File: src/hw/rtl/ptrc_pkg.sv
// Shared types and codes for the planar tile row to chunky pixel converter.
package ptrc_pkg;

    localparam int unsigned PLANES = 8;
    localparam int unsigned PIXELS = 8;

    localparam logic [1:0] MODE_NORMAL     = 2'd0;
    localparam logic [1:0] MODE_HIRES_ODD  = 2'd1;
    localparam logic [1:0] MODE_HIRES_EVEN = 2'd2;
    // spare code, converts as normal mode
    localparam logic [1:0] MODE_SPARE      = 2'd3;

    localparam logic [1:0] DEPTH_2BPP  = 2'd0;
    localparam logic [1:0] DEPTH_4BPP  = 2'd1;
    localparam logic [1:0] DEPTH_8BPP  = 2'd2;
    // spare code, converts as 8 bpp
    localparam logic [1:0] DEPTH_SPARE = 2'd3;

    localparam logic [1:0] DEPTH_RESET = DEPTH_4BPP;
    localparam logic [2:0] ROW_LAST    = 3'd7;

    typedef struct packed {
        logic [1:0]  mode;
        logic [31:0] planes_low;
        logic [31:0] planes_high;
        logic [31:0] next_tile_planes;
    } t_in_word;

    typedef struct packed {
        logic [63:0] row_pixels;
        logic        last_row;
        logic        tile_nonblank;
    } t_out_word;

endpackage

File: src/hw/rtl/planar_tile_row_to_chunky_top.sv
// Top level of the planar tile row to chunky pixel converter.
//
// Input channel (i_valid / o_stall / i_in) takes one tile row word: mode,
// four low planes, four high planes and the low planes of the next tile.
// Output channel (o_valid / i_stall / o_out) gives eight 8-bit pixels per
// row, plus last_row on every eighth row and tile_nonblank on that row.
// Config channel (i_cfg_valid / o_cfg_ready / i_cfg_data) sets the depth:
// 0 = 2 bpp, 1 = 4 bpp, 2 or 3 = 8 bpp. Write it only while idle.
//
// Two register stages: an input register and a result register. An
// accepted word goes into the input register and, once the result
// register is free, through the conversion into it; o_valid then rises.
// One word per cycle sustained while the receiver does not stall; the
// conversion is a single layer of bit selection between the stages.
// When the receiver stalls, the result register holds; the input register
// takes one word if it is empty, and o_stall is high while it holds one.
// Reset (i_rst_n low, synchronous) empties both stages, sets 4 bpp and
// restarts the row counter and blank tracking at the first row of a tile.
module planar_tile_row_to_chunky_top (
    input  logic                i_clk,
    input  logic                i_rst_n,
    input  logic                i_valid,
    output logic                o_stall,
    input  ptrc_pkg::t_in_word  i_in,
    output logic                o_valid,
    input  logic                i_stall,
    output ptrc_pkg::t_out_word o_out,
    input  logic                i_cfg_valid,
    output logic                o_cfg_ready,
    input  logic [1:0]          i_cfg_data
);

    logic [1:0]          r_depth_sel;
    logic                r_s1_vld;
    ptrc_pkg::t_in_word  r_s1_word;
    logic                r_out_vld;
    ptrc_pkg::t_out_word r_out;
    logic [2:0]          r_row_cnt;
    logic                r_any;

    logic                out_free;
    logic                s1_move;
    logic [63:0]         pix;
    logic                last;
    ptrc_pkg::t_out_word n_out;

    assign o_cfg_ready = 1'b1;

    ptrc_convert u_convert (
        .i_word   (r_s1_word),
        .i_depth  (r_depth_sel),
        .o_pixels (pix)
    );

    assign out_free = !r_out_vld || !i_stall;
    assign s1_move  = r_s1_vld && out_free;
    assign o_stall  = r_s1_vld && !out_free;

    assign last                = (r_row_cnt == ptrc_pkg::ROW_LAST);
    assign n_out.row_pixels    = pix;
    assign n_out.last_row      = last;
    assign n_out.tile_nonblank = last && (r_any || (|pix));

    always_ff @(posedge i_clk) begin
        if (!i_rst_n) begin
            r_depth_sel <= ptrc_pkg::DEPTH_RESET;
        end else if (i_cfg_valid && o_cfg_ready) begin
            r_depth_sel <= i_cfg_data;
        end
    end

    always_ff @(posedge i_clk) begin
        if (!i_rst_n) begin
            r_s1_vld  <= 1'b0;
            r_out_vld <= 1'b0;
            r_row_cnt <= '0;
            r_any     <= 1'b0;
        end else begin
            if (!o_stall) begin
                r_s1_vld <= i_valid;
            end
            if (out_free) begin
                r_out_vld <= r_s1_vld;
            end
            if (s1_move) begin
                r_row_cnt <= last ? '0 : r_row_cnt + 3'd1;
                r_any     <= last ? 1'b0 : (r_any || (|pix));
            end
        end
    end

    always_ff @(posedge i_clk) begin
        if (i_valid && !o_stall) begin
            r_s1_word <= i_in;
        end
        if (s1_move) begin
            r_out <= n_out;
        end
    end

    assign o_valid = r_out_vld;
    assign o_out   = r_out;

`ifndef SYNTH
    a_nonblank_on_last: assert property (@(posedge i_clk) disable iff (!i_rst_n)
        o_valid && o_out.tile_nonblank |-> o_out.last_row)
        else $error("tile_nonblank outside last row");

    a_last_after_seventh: assert property (@(posedge i_clk) disable iff (!i_rst_n)
        s1_move && r_row_cnt == ptrc_pkg::ROW_LAST |=> o_valid && o_out.last_row)
        else $error("eighth row not flagged last");

    a_last_pixels_count: assert property (@(posedge i_clk) disable iff (!i_rst_n)
        o_valid && o_out.last_row && o_out.row_pixels != 64'd0 |-> o_out.tile_nonblank)
        else $error("nonzero last row not flagged nonblank");
`endif

endmodule

File: src/hw/rtl/ptrc_convert.sv
// Combinational bitplane to chunky conversion of one tile row.
module ptrc_convert (
    input  ptrc_pkg::t_in_word i_word,
    input  logic [1:0]         i_depth,
    output logic [63:0]        o_pixels
);

    logic [7:0] plane_b [ptrc_pkg::PLANES];
    logic [7:0] next_b  [4];
    logic [7:0] pl_en;
    logic       hires;
    logic       odd;

    always_comb begin
        for (int p = 0; p < 4; p++) begin
            plane_b[p]     = i_word.planes_low[8*p +: 8];
            plane_b[p + 4] = i_word.planes_high[8*p +: 8];
            next_b[p]      = i_word.next_tile_planes[8*p +: 8];
        end
    end

    always_comb begin
        case (i_depth)
            ptrc_pkg::DEPTH_2BPP: pl_en = 8'h03;
            ptrc_pkg::DEPTH_4BPP: pl_en = 8'h0f;
            default:              pl_en = 8'hff;
        endcase
    end

    // hires only at 2/4 bpp; code three falls back to normal
    assign hires = !pl_en[7] && (i_word.mode == ptrc_pkg::MODE_HIRES_ODD ||
                                 i_word.mode == ptrc_pkg::MODE_HIRES_EVEN);
    assign odd   = (i_word.mode == ptrc_pkg::MODE_HIRES_ODD);

    always_comb begin
        o_pixels = '0;
        for (int k = 0; k < ptrc_pkg::PIXELS; k++) begin
            for (int p = 0; p < ptrc_pkg::PLANES; p++) begin
                if (!pl_en[p]) begin
                    o_pixels[8*k + p] = 1'b0;
                end else if (hires) begin
                    // pixels 0-3 from this tile, 4-7 from the next one
                    if (k < 4) begin
                        o_pixels[8*k + p] = odd ? plane_b[p % 4][6 - 2*(k % 4)]
                                                : plane_b[p % 4][7 - 2*(k % 4)];
                    end else begin
                        o_pixels[8*k + p] = odd ? next_b[p % 4][6 - 2*(k % 4)]
                                                : next_b[p % 4][7 - 2*(k % 4)];
                    end
                end else begin
                    o_pixels[8*k + p] = plane_b[p][7 - k];
                end
            end
        end
    end

endmodule

File: config.mk
export PLATFORM = sky130hd
export DESIGN_NAME = planar_tile_row_to_chunky_top
export DESIGN_NICKNAME = d
export VERILOG_FILES = /design/src/hw/rtl/ptrc_pkg.sv /design/src/hw/rtl/planar_tile_row_to_chunky_top.sv /design/src/hw/rtl/ptrc_convert.sv
export SDC_FILE = /design/constraint.sdc
export NUM_CORES = 1
export LEC_CHECK = 0
export ABC_CLOCK_PERIOD_IN_PS = 12150
export CAP_MARGIN = 20
export CORE_MARGIN = 2
export CORE_UTILIZATION = 45
export CTS_CLUSTER_DIAMETER = 40
export DETAILED_ROUTE_END_ITERATION = 10
export DONT_BUFFER_PORTS = 1
export GPL_ROUTABILITY_DRIVEN = 0
export SETUP_SLACK_MARGIN = 0.15
export SLEW_MARGIN = 20
export SYNTH_ARGS = -nofsm -noshare
export SYNTH_HDL_FRONTEND = slang
export SYNTH_SLANG_ARGS = --single-unit
File: constraint.sdc
create_clock -name i_clk -period 12.15 [get_ports i_clk]
set_input_delay 0.6075 -clock i_clk [delete_from_list [all_inputs] [get_ports i_clk]]
set_output_delay 0.6075 -clock i_clk [all_outputs]
set_load 0.1 [all_outputs]
== After elaboration in Yosys (flattened, before gate mapping) ==
Cells that the tools add are included.

* Add/sub/neg operators: 1
* Reductions and logical operators: 15
* Mux-type cells: 163
* Eq/ne operators: 4

{| class="wikitable"
|+ Operators by type and width
! operator !! count
|-
| two-way mux 1 bit || 161
|-
| OR reduction 64 bit || 1
|-
| case mux 8 bit (2 select lines) || 1
|-
| logical AND 1 bit || 5
|-
| logical NOT 1 bit || 5
|-
| equality test 2 x 1 -> 1 bit, second input constant || 2
|-
| adder 3 x 1 -> 3 bit, second input constant || 1
|-
| equality test 3 bit, second input constant || 1
|-
| logical OR 1 bit || 3
|-
| two-way mux 3 bit || 1
|-
| equality test 2 bit, second input constant || 1
|-
| logical NOT 2 bit || 1
|}

* Word-level logic and storage cells: 195
* Output and inout port bits: 69
* Register bits: 172
* Input bits: 105

== Longest topological paths before layout ==
Gate-level depths: netlist of run 1.

* Depth after elaboration: 9
* Gate-level depth with buffers: 12
* Depth with buffers taken out: 8

== Modules after synthesis ==
From an unflattened synthesis of run 1, not the netlist that was laid out.

* Cells, all modules: 368
* Area total of the unflattened synthesis: 6412.4 µm²

{| class="wikitable"
|+ Modules (own cells, without submodules)
! module !! cells an instance !! area an instance (µm²) !! times used !! sequential area each (µm²)
|-
| planar_tile_row_to_chunky_top || 222 || 5430.2 || 1 || 5084.9
|-
| ptrc_convert || 146 || 982.2 || 1 || 0.0
|}

== Least setup slack after synthesis of run 1 ==
Ideal clock, no wire load.

* Kind: flip-flop to flip-flop
* From: reg r_out_vld (netlist: o_valid)
* To: reg r_s1_word[0] (netlist name), enable pin
* Setup time: 0.565 ns
* Path slack: 5.766 ns
* Data required time: 11.585 ns
* Period minus slack after synthesis: 6.384 ns
* Data arrival time: 5.819 ns
* Path buffers: 0
* Stages on the path, launching flop included: 3
* Path through: dfxtp_1 and3_1 nor2b_1

* Word-level cells in the longest chain between the ends: 6

{| class="wikitable"
|+ RTL lines
! item !! RTL line !! text
|-
| start, declared || planar_tile_row_to_chunky_top.sv:36 || <nowiki>logic r_out_vld;</nowiki>
|-
| start signal, assigned || planar_tile_row_to_chunky_top.sv:83 || <nowiki>r_out_vld <= r_s1_vld;</nowiki>
|-
| logical NOT 1 bit || planar_tile_row_to_chunky_top.sv:55 || <nowiki>assign out_free = !r_out_vld || !i_stall;</nowiki>
|-
| logical OR 1 bit || planar_tile_row_to_chunky_top.sv:55 ||
|-
| logical NOT 1 bit || planar_tile_row_to_chunky_top.sv:57 || <nowiki>assign o_stall = r_s1_vld && !out_free;</nowiki>
|-
| logical AND 1 bit || planar_tile_row_to_chunky_top.sv:57 ||
|-
| net o_stall || planar_tile_row_to_chunky_top.sv:23 || <nowiki>output logic o_stall,</nowiki>
|-
| logical NOT 1 bit || planar_tile_row_to_chunky_top.sv:93 || <nowiki>if (i_valid && !o_stall) begin</nowiki>
|-
| logical AND 1 bit || planar_tile_row_to_chunky_top.sv:93 ||
|-
| end signal, assigned || planar_tile_row_to_chunky_top.sv:94 || <nowiki>r_s1_word <= i_in;</nowiki>
|-
| end, declared || planar_tile_row_to_chunky_top.sv:35 || <nowiki>ptrc_pkg::t_in_word r_s1_word;</nowiki>
|}

The timed path passes the listed nets, and every way through them passes these cells.
A chain may end at the register's enable or synchronous reset.

==> Implementation_results.wiki, run 1 <==
{| class="wikitable"
! Metric !! Value
|-
| Status || finished clean
|-
| Dominant cell type by area after synthesis || sky130_fd_sc_hd__edfxtp_1
|-
| Area fraction of the dominant cell type after synthesis || about three quarters
|-
| Hold depth || 1
|-
| CTS clock-pin slew for the worst setup and hold paths || about 60 ps
|-
| Yosys warnings || 0
|-
| CTS root buffer || sky130_fd_sc_hd__clkbuf_16
|-
| Largest stage delay, worst path || 800 ps
|-
| Initial antenna violation count || 1
|-
| DRC violation count after routing || 0
|-
| Clock period minus final worst setup slack || 3572 ps
|-
| Max_cap viols || 0
|-
| Largest net degree at the start of global routing || 63
|-
| Highest-delay cell along the critical path || sky130_fd_sc_hd__or2_1
|-
| Maximum frequency from static timing analysis || 0.2800 GHz
|-
| Clock sinks || between 150 and 200
|-
| Most frequent standard cell in the layout excluding fill and tap cells || sky130_fd_sc_hd__edfxtp_1
|-
| Post-synthesis async set-or-reset flop share || 0%
|-
| Path class of the lowest-slack min-delay path || in2reg
|-
| Power Dens Cells || 186.1 nW/um^2
|-
| Post-Place Cell Area || 6728 um^2
|-
| Worst R2R Path Depth || 8
|-
| Launch instance of the worst min-delay path || i_rst_n
|-
| Remaining antenna violation count || 0
|-
| Postcts setup bufs || 0
|-
| Number of max-slew violations in the final report || 0
|-
| Utilization after layout || roughly half
|-
| Final sum of negative setup slack || 0 ps
|-
| Critical path launch point type || register
|-
| Synth area leaders || sky130_fd_sc_hd__edfxtp_1, sky130_fd_sc_hd__mux2i_1, sky130_fd_sc_hd__and2_1
|-
| CTS Hold Buffers Added || 0
|-
| Buffer depth of the longest clock path || 2
|-
| I/O Buffers || 0
|-
| Final Net Count || 512
|-
| Least-Margin Pin Slew || 1093 ps
|-
| Topmost layer with routed signal wires || met4
|-
| Global Route Usage Sum || 16.23%
|-
| TritonCTS clock tree || built
|-
| Peak ir drop on the vdd network || slightly above 0.0001 V
|-
| Post-route design area || 7243 um^2
|-
| Number of flops mapped to enable cells by yosys || 164
|-
| Cell-by-cell trace of the critical path || inv_1 -> ha_1 -> or2_1 -> o21ai_0 -> nor4_1 -> or4bb_1 -> a2111oi_2 -> nor2b_1
|-
| Number of vias after detailed routing || about 3200
|-
| Worst Path Class, Setup || reg2reg
|-
| Post-Syn Area per Cell || around 16 um^2
|-
| Most used DFF post-synth || sky130_fd_sc_hd__edfxtp_1
|-
| Setup crit end kind || register
|-
| Setup Slack @ Placement || 8583 ps
|-
| Share of synthesized area occupied by flip-flops and latches || 77.59%
|-
| Fraction of layout instances using a drive strength above 1 || 9.179%
|-
| Data required, critical path || about 12000 ps
|-
| Destination of the worst register-to-register timing path || o_out[0]
|-
| Least setup slack across all paths after layout || about 8600 ps
|-
| Data arrival at the endpoint of the critical path || 3730 ps
|-
| Die Footprint || 15550 um^2
|-
| Height of the chip || between 100 and 150 um
|-
| Yosys reg bits || 172
|-
| Clock Latency Late Sink || approximately 420 ps
|-
| Number of instances resized during post-cts repair || 0
|-
| Reg-to-Reg Start || r_s1_word[96]
|-
| Remaining global-route overflow || 0
|-
| Worst Hold Path EP || r_depth_sel[0]
|-
| Area added between synthesis and finish || 10.52%
|-
| Normalized max-slew margin || 27.11%
|-
| Area of the core region || 14370 um^2
|-
| Sum of buffers and inverters on the critical path || 1
|-
| R2r setup slk || 8580 ps
|-
| Routed length per instance || 20.59 um
|-
| Synthesized cell area || ~6600 um^2
|-
| Via density per instance || between 5 and 6
|-
| Die X-Extent || 124.7 um
|-
| Count of different cell masters after synthesis || 46
|-
| Worst clock skew on the final layout || 10.40 ps
|-
| Std cell rows || 44
|-
| Wire length on met2 || 6020 um
|-
| Cell family with most CP delay || simple AND/OR/NAND/NOR gates
|-
| Total nets after synthesis || around 510
|-
| HPWL after detailed placement || 8685 um
|-
| Unrepaired setup endpoints after global routing || no
|-
| Num CTS Buffers || 17
|-
| Fin crit share || 29.40%
|-
| First DRT Iteration DRCs || ~250
|-
| Metal3 WL || 909 um
|-
| Clock H-tree levels || 4
|-
| Routed length on met1 || 5200 um
|-
| Count of TritonRoute iterations in the first routing pass || 4
|-
| Starting density of the core || between 40% and 50%
|-
| Leakage power || 2.451 nW
|-
| Global-route wire length before repair || roughly 19000 um
|-
| Number of hold violations in the final report || 0
|-
| Leading cell types in the layout, fill and taps excluded || sky130_fd_sc_hd__edfxtp_1, sky130_fd_sc_hd__and2_1, sky130_fd_sc_hd__mux2i_1
|-
| Worst-path fanout max || 34
|-
| Via count of the first global-routing pass || 3280
|-
| Detailed Route WL || 12330 um
|-
| Cell count after synthesis || between 300 and 400
|-
| Boundary Pins || 174
|-
| # setup viols final || 0
|}
-- power breakdown --
| part | switching (mW) | internal, mW |
|---|---|---|
| registers | 0.110 | 0.693 |
| logic | 0.0428 | 0.0223 |
| clock network | 0.205 | 0.275 |
-- synth_stat cells (all sizes together) (3+ instances only) --
library cell,instances
ha,4
and2,39
or4,3
inv,3
buf,7
mux2i,31
nor2b,6
dfxtp,8
nor4,12
nor2,25
or2,7
a211oi,8
clkbuf,12
o21ai,20
mux2,4
nand3,4
edfxtp,164
nand2,14
a21oi,7
-- layout make-up --
class                   instances  area, um^2
well taps                     184       230.2
multi-input cells             205        1371
inverters                       3       11.26
clock buffers                  19       432.9
flip-flops and latches        172        5085
clock inverters                11       80.08
fillers                      1199        7126
repair buffers                  4       30.03
diodes                          1       2.502
-- routing by layer --
metal,track usage [%],vias to the layer above
li1,-,1517
met1,19.21,1524
met2,26.39,133
met3,6.701,11
met4,6.543,0
met5,0,-
-- metrics by stage --
| step | power [mW] | hold slack, ps | cells |
|---|---|---|---|
| floorplan | 0.8630 | 447.8 | 399 |
| global placement | 0.8794 | 452.9 | 568 |
| detailed placement | 0.8816 | 471.9 | 568 |
| CTS | 1.360 | 231.1 | 598 |
| global route | 1.396 | 228.1 | 598 |
| finish | 1.348 | 247.9 | 599 |
-- state kept, by name, summed over array words and instances (netlist names) --
name         count
r_s1_vld         1
r_row_cnt        3
r_depth_sel      2
o_valid          1
r_any            1
r_s1_word       98
o_out           66
-- cell families after synthesis --
logic type,synth area share [%]
DFF,77.59
other,0.05722
buffers and inverters,1.642
AOI/OAI and AO/OA,4.334
adders and majority gates,0.7637
muxes,5.422
and+or+nand+nor,10.20
-- worst max-delay path by stage --
stage,start,endpoint,depth (start not counted)
finish,r_s1_word[96],o_out[0],8
global route,r_s1_word[97],o_out[0],7
CTS,o_valid,r_s1_word[84],3
detailed placement,o_valid,r_s1_word[22],3
global placement,r_s1_word[97],o_out[0],7
floorplan,o_valid,r_s1_word[0],2
(Power assumes the default switching activity.)
==> run 2, diff against run 1 <==
- ABC_AREA: not set -> 1
- ABC_CLOCK_PERIOD_IN_PS: 12150 -> 2900
- clock period: 12.15 -> 2.9 ns (I/O delays scaled with it)
==> run 2 against run 1 <==
Total power rose to 4.6 times the previous value. Utilization grew 8.9 points. Flip-flop and latch count is the same. Synthesized cell count rose by 39%. Worst setup slack worse by 8200 ps. Non-clock buffer count grew 109. Global-route usage rose by 2.6 points.
==> Implementation_results.wiki, run 2 <==
{| class="wikitable"
! Metric !! Value
|-
| CTS clock-pin slew for the worst setup and hold paths || 60 ps (about the same)
|-
| I/O Buffers || 0 (unchanged)
|-
| Die Footprint || 16000 um^2 (+2.9%)
|-
| Via density per instance || 4.854 (-8.7%)
|-
| Worst clock skew on the final layout || 8.078 ps (-2.323 ps)
|-
| Height of the chip || 126.5 um (+1.5%)
|-
| Std cell rows || 44 (unchanged)
|-
| Area added between synthesis and finish || 28.20%
|-
| Die X-Extent || 126.5 um (+1.5%)
|-
| Global Route Usage Sum || 18.81% (+2.6 points)
|-
| Count of TritonRoute iterations in the first routing pass || 5 (+1)
|-
| Cell-by-cell trace of the critical path || inv_1 -> ha_1 -> nor2_8 -> buf_4 -> nand3_1 -> nand3_1 -> nand2_1 -> nor2_1 -> nand2_1 -> nor2_1 -> nand3_1 -> nand2_1 -> inv_1
|-
| Area fraction of the dominant cell type after synthesis || 72.93% (-2.2 points)
|-
| Largest register FFs || 98 (unchanged)
|-
| Global-route wire length before repair || 22630 um (+21%)
|-
| Most instantiated cells after synthesis || sky130_fd_sc_hd__edfxtp_1, sky130_fd_sc_hd__nand2_1, sky130_fd_sc_hd__inv_1
|-
| Post-route design area || 8657 um^2 (+20%)
|-
| Final Net Count || 780 (+52%)
|-
| Post-route insts no fill || 867 (+45%)
|-
| Cell count after synthesis || 555 (+39%)
|-
| Fin crit share || 85.43% (+56 points)
|-
| Data required, critical path || 3070 ps (-9240 ps)
|-
| Setup Slack @ Placement || 449.5 ps (-8133 ps)
|-
| Number of flops mapped to enable cells by yosys || 164 (unchanged)
|-
| Synth area leaders || sky130_fd_sc_hd__edfxtp_1, sky130_fd_sc_hd__nand2_1, sky130_fd_sc_hd__inv_1
|-
| Setup crit end kind || register
|-
| Normalized max-slew margin || 34.57% (+7.5 points)
|-
| Fraction of layout instances using a drive strength above 1 || 8.346% (-0.83 points)
|-
| Least setup slack across all paths after layout || 422.4 ps (-8156 ps)
|-
| Final sum of negative setup slack || 0 ps (unchanged)
|-
| Status || finished clean
|-
| Least-Margin Pin Slew || 983.6 ps (-109.8 ps)
|-
| Yosys reg bits || 172 (unchanged)
|-
| Largest net degree at the start of global routing || 38 (-40%)
|-
| Maximum frequency from static timing analysis || 0.4036 GHz (+44%)
|-
| # setup viols final || 0 (unchanged)
|-
| Highest-delay cell along the critical path || sky130_fd_sc_hd__ha_1
|-
| Number of instances resized during post-cts repair || 0 (unchanged)
|-
| Data arrival at the endpoint of the critical path || 2650 ps (-1080 ps)
|-
| Number of cells after detailed placement || 731 (+29%)
|-
| Yosys warnings || 0 (unchanged)
|-
| Worst-path fanout max || 24 (-29%)
|-
| Buffer depth of the longest clock path || 2 (unchanged)
|-
| Count of different cell masters after synthesis || 23 (-50%)
|-
| Synthesized cell area || 6753 um^2 (+3.0%)
|-
| Number of hold violations in the final report || 0 (unchanged)
|-
| Remaining global-route overflow || 0 (unchanged)
|-
| Via count of the first global-routing pass || 4287 (+31%)
|-
| Post-Syn Area per Cell || 12.17 um^2 (-26%)
|-
| TritonCTS clock tree || built
|-
| Clock period minus final worst setup slack || 2478 ps (-1094 ps)
|-
| Max_cap viols || 0 (unchanged)
|-
| Leading cell types in the layout, fill and taps excluded || sky130_fd_sc_hd__edfxtp_1, sky130_fd_sc_hd__nand2_1, sky130_fd_sc_hd__dlygate4sd3_1
|-
| Most used DFF post-synth || sky130_fd_sc_hd__edfxtp_1
|-
| Count leader, synth || sky130_fd_sc_hd__edfxtp_1
|-
| Clock H-tree levels || 4 (unchanged)
|-
| Antenna Cells || 0 (-1)
|-
| Peak ir drop on the vdd network || 0.0003826 V (+270%)
|-
| Power Dens Cells || 717.7 nW/um^2 (+290%)
|-
| Starting density of the core || 46.29% (+0.68 points)
|-
| HPWL after detailed placement || 9557 um (+10%)
|-
| Critical path launch point type || register
|-
| Remaining antenna violation count || 0 (unchanged)
|-
| Total nets after synthesis || 664 (+31%)
|-
| Worst Path Class, Setup || reg2reg
|-
| CTS root buffer || sky130_fd_sc_hd__clkbuf_16
|-
| Largest stage delay, worst path || 420 ps (-380 ps)
|-
| Total power after layout || 6.213 mW (+360%)
|-
| Routed length per instance || 16.84 um (-18%)
|-
| Share of synthesized area occupied by flip-flops and latches || 75.30% (-2.3 points)
|-
| Post-synthesis async set-or-reset flop share || 0% (unchanged)
|-
| Path class of the lowest-slack min-delay path || in2reg
|-
| First DRT Iteration DRCs || 280 (+14%)
|-
| Clock Latency Late Sink || 420 ps (about the same)
|-
| Clock sinks || 172 (unchanged)
|-
| Unrepaired setup endpoints after global routing || no
|-
| Postcts setup bufs || 0 (unchanged)
|-
| Leakage power || 3.699 nW (+51%)
|-
| Num CTS Buffers || 17 (unchanged)
|-
| Area of the core region || 14590 um^2 (+1.5%)
|-
| Register ranked first by flip-flop count || r_s1_word
|-
| Post-Place Cell Area || 6977 um^2 (+3.7%)
|-
| Dominant cell type by area after synthesis || sky130_fd_sc_hd__edfxtp_1
|-
| Number of max-slew violations in the final report || 0 (unchanged)
|-
| Detailed Route WL || 14600 um (+18%)
|-
| Most frequent standard cell in the layout excluding fill and tap cells || sky130_fd_sc_hd__edfxtp_1
|-
| Initial antenna violation count || 0 (-1)
|-
| Number of vias after detailed routing || 4208 (+32%)
|-
| DRC violation count after routing || 0 (unchanged)
|-
| Boundary Pins || 174 (unchanged)
|}
-- run 2: changes by cell type in the layout (fill, tap and decap cells not counted), moves of 7 or more --
cell / previous run / this run
sky130_fd_sc_hd__a211oi_1: 8 / 0
sky130_fd_sc_hd__and2_1: 38 / 0
sky130_fd_sc_hd__dlygate4sd3_1: 0 / 104
sky130_fd_sc_hd__inv_1: 2 / 87
sky130_fd_sc_hd__mux2i_1: 31 / 0
sky130_fd_sc_hd__nand2_1: 14 / 154
sky130_fd_sc_hd__nand3_1: 4 / 34
sky130_fd_sc_hd__nor2_1: 25 / 44
sky130_fd_sc_hd__nor4_1: 12 / 0
sky130_fd_sc_hd__o21ai_0: 14 / 7
-- run 2: final timing paths --
path | start | end | slack (ps) | depth (start not counted)
max | r_s1_word[96] | o_out[0] | 420 | 13
min | i_in[12] | r_s1_word[12] | 350 | 1
min reg2reg | r_any | r_any | 480 | 2
max reg2reg | r_s1_word[96] | o_out[0] | 420 | 13
-- run 2: area by class of cell --
class,instances,area [um^2]
well taps,184,230.2
repair buffers,113,1134
clock inverters,13,198.9
inverters,91,345.3
clock buffers,18,429.2
fillers,1138,5932
flip-flops and latches,172,5089
multi-input cells,276,1231
-- run 2: metrics by stage --
step	hold WS [ps]	util (%)
2_1_floorplan	229.1	-
3_3_place_gp	236.5	47.82
3_5_place_dp	242.2	47.82
4_1_cts	327.1	59.26
5_1_grt	329.8	59.34
6_report	351.2	59.34
-- run 2: report_power, final --
| group | leakage [nW] | internal (mW) | switching (mW) |
|---|---|---|---|
| Combinational | 1.74 | 0.201 | 0.299 |
| Sequential | 1.66 | 2.90 | 0.418 |
| Clock | 0.297 | 1.51 | 0.881 |
| Total | 3.70 | 4.62 | 1.60 |
-- run 2: routing by layer --
layer	GRT usage, %	routed length, um	part of all wire, %	up-vias
met3	6.790	1051	7.2	19
met5	0	0	0	-
li1	-	-	-	2042
met1	22.28	5999	41	1982
met4	7.498	276	1.9	0
met2	31.36	7271	50	165
-- run 2: kinds of logic after synthesis --
group | after synthesis | synth area share [%]
and+or+nand+nor | 244 | 14.69
DFF | 172 | 75.30
buffers and inverters | 108 | 7.004
AOI/OAI and AO/OA | 26 | 2.205
other | 1 | 0.05553
adders and majority gates | 4 | 0.7412
-- run 2: timing repair --
action,in CTS,in global routing
hold buffers,104,0
setup endpoints to repair,0,1
hold endpoints to repair,106,0
-- run 2: worst max-delay path, delay by kind of cell, from the launching register on --
kind / cells / cell delay [ps]
and+or+nand+nor: 9 / 1050
adders and majority gates: 1 / 420
DFF: 1 / 360
buffers and inverters: 3 / 400
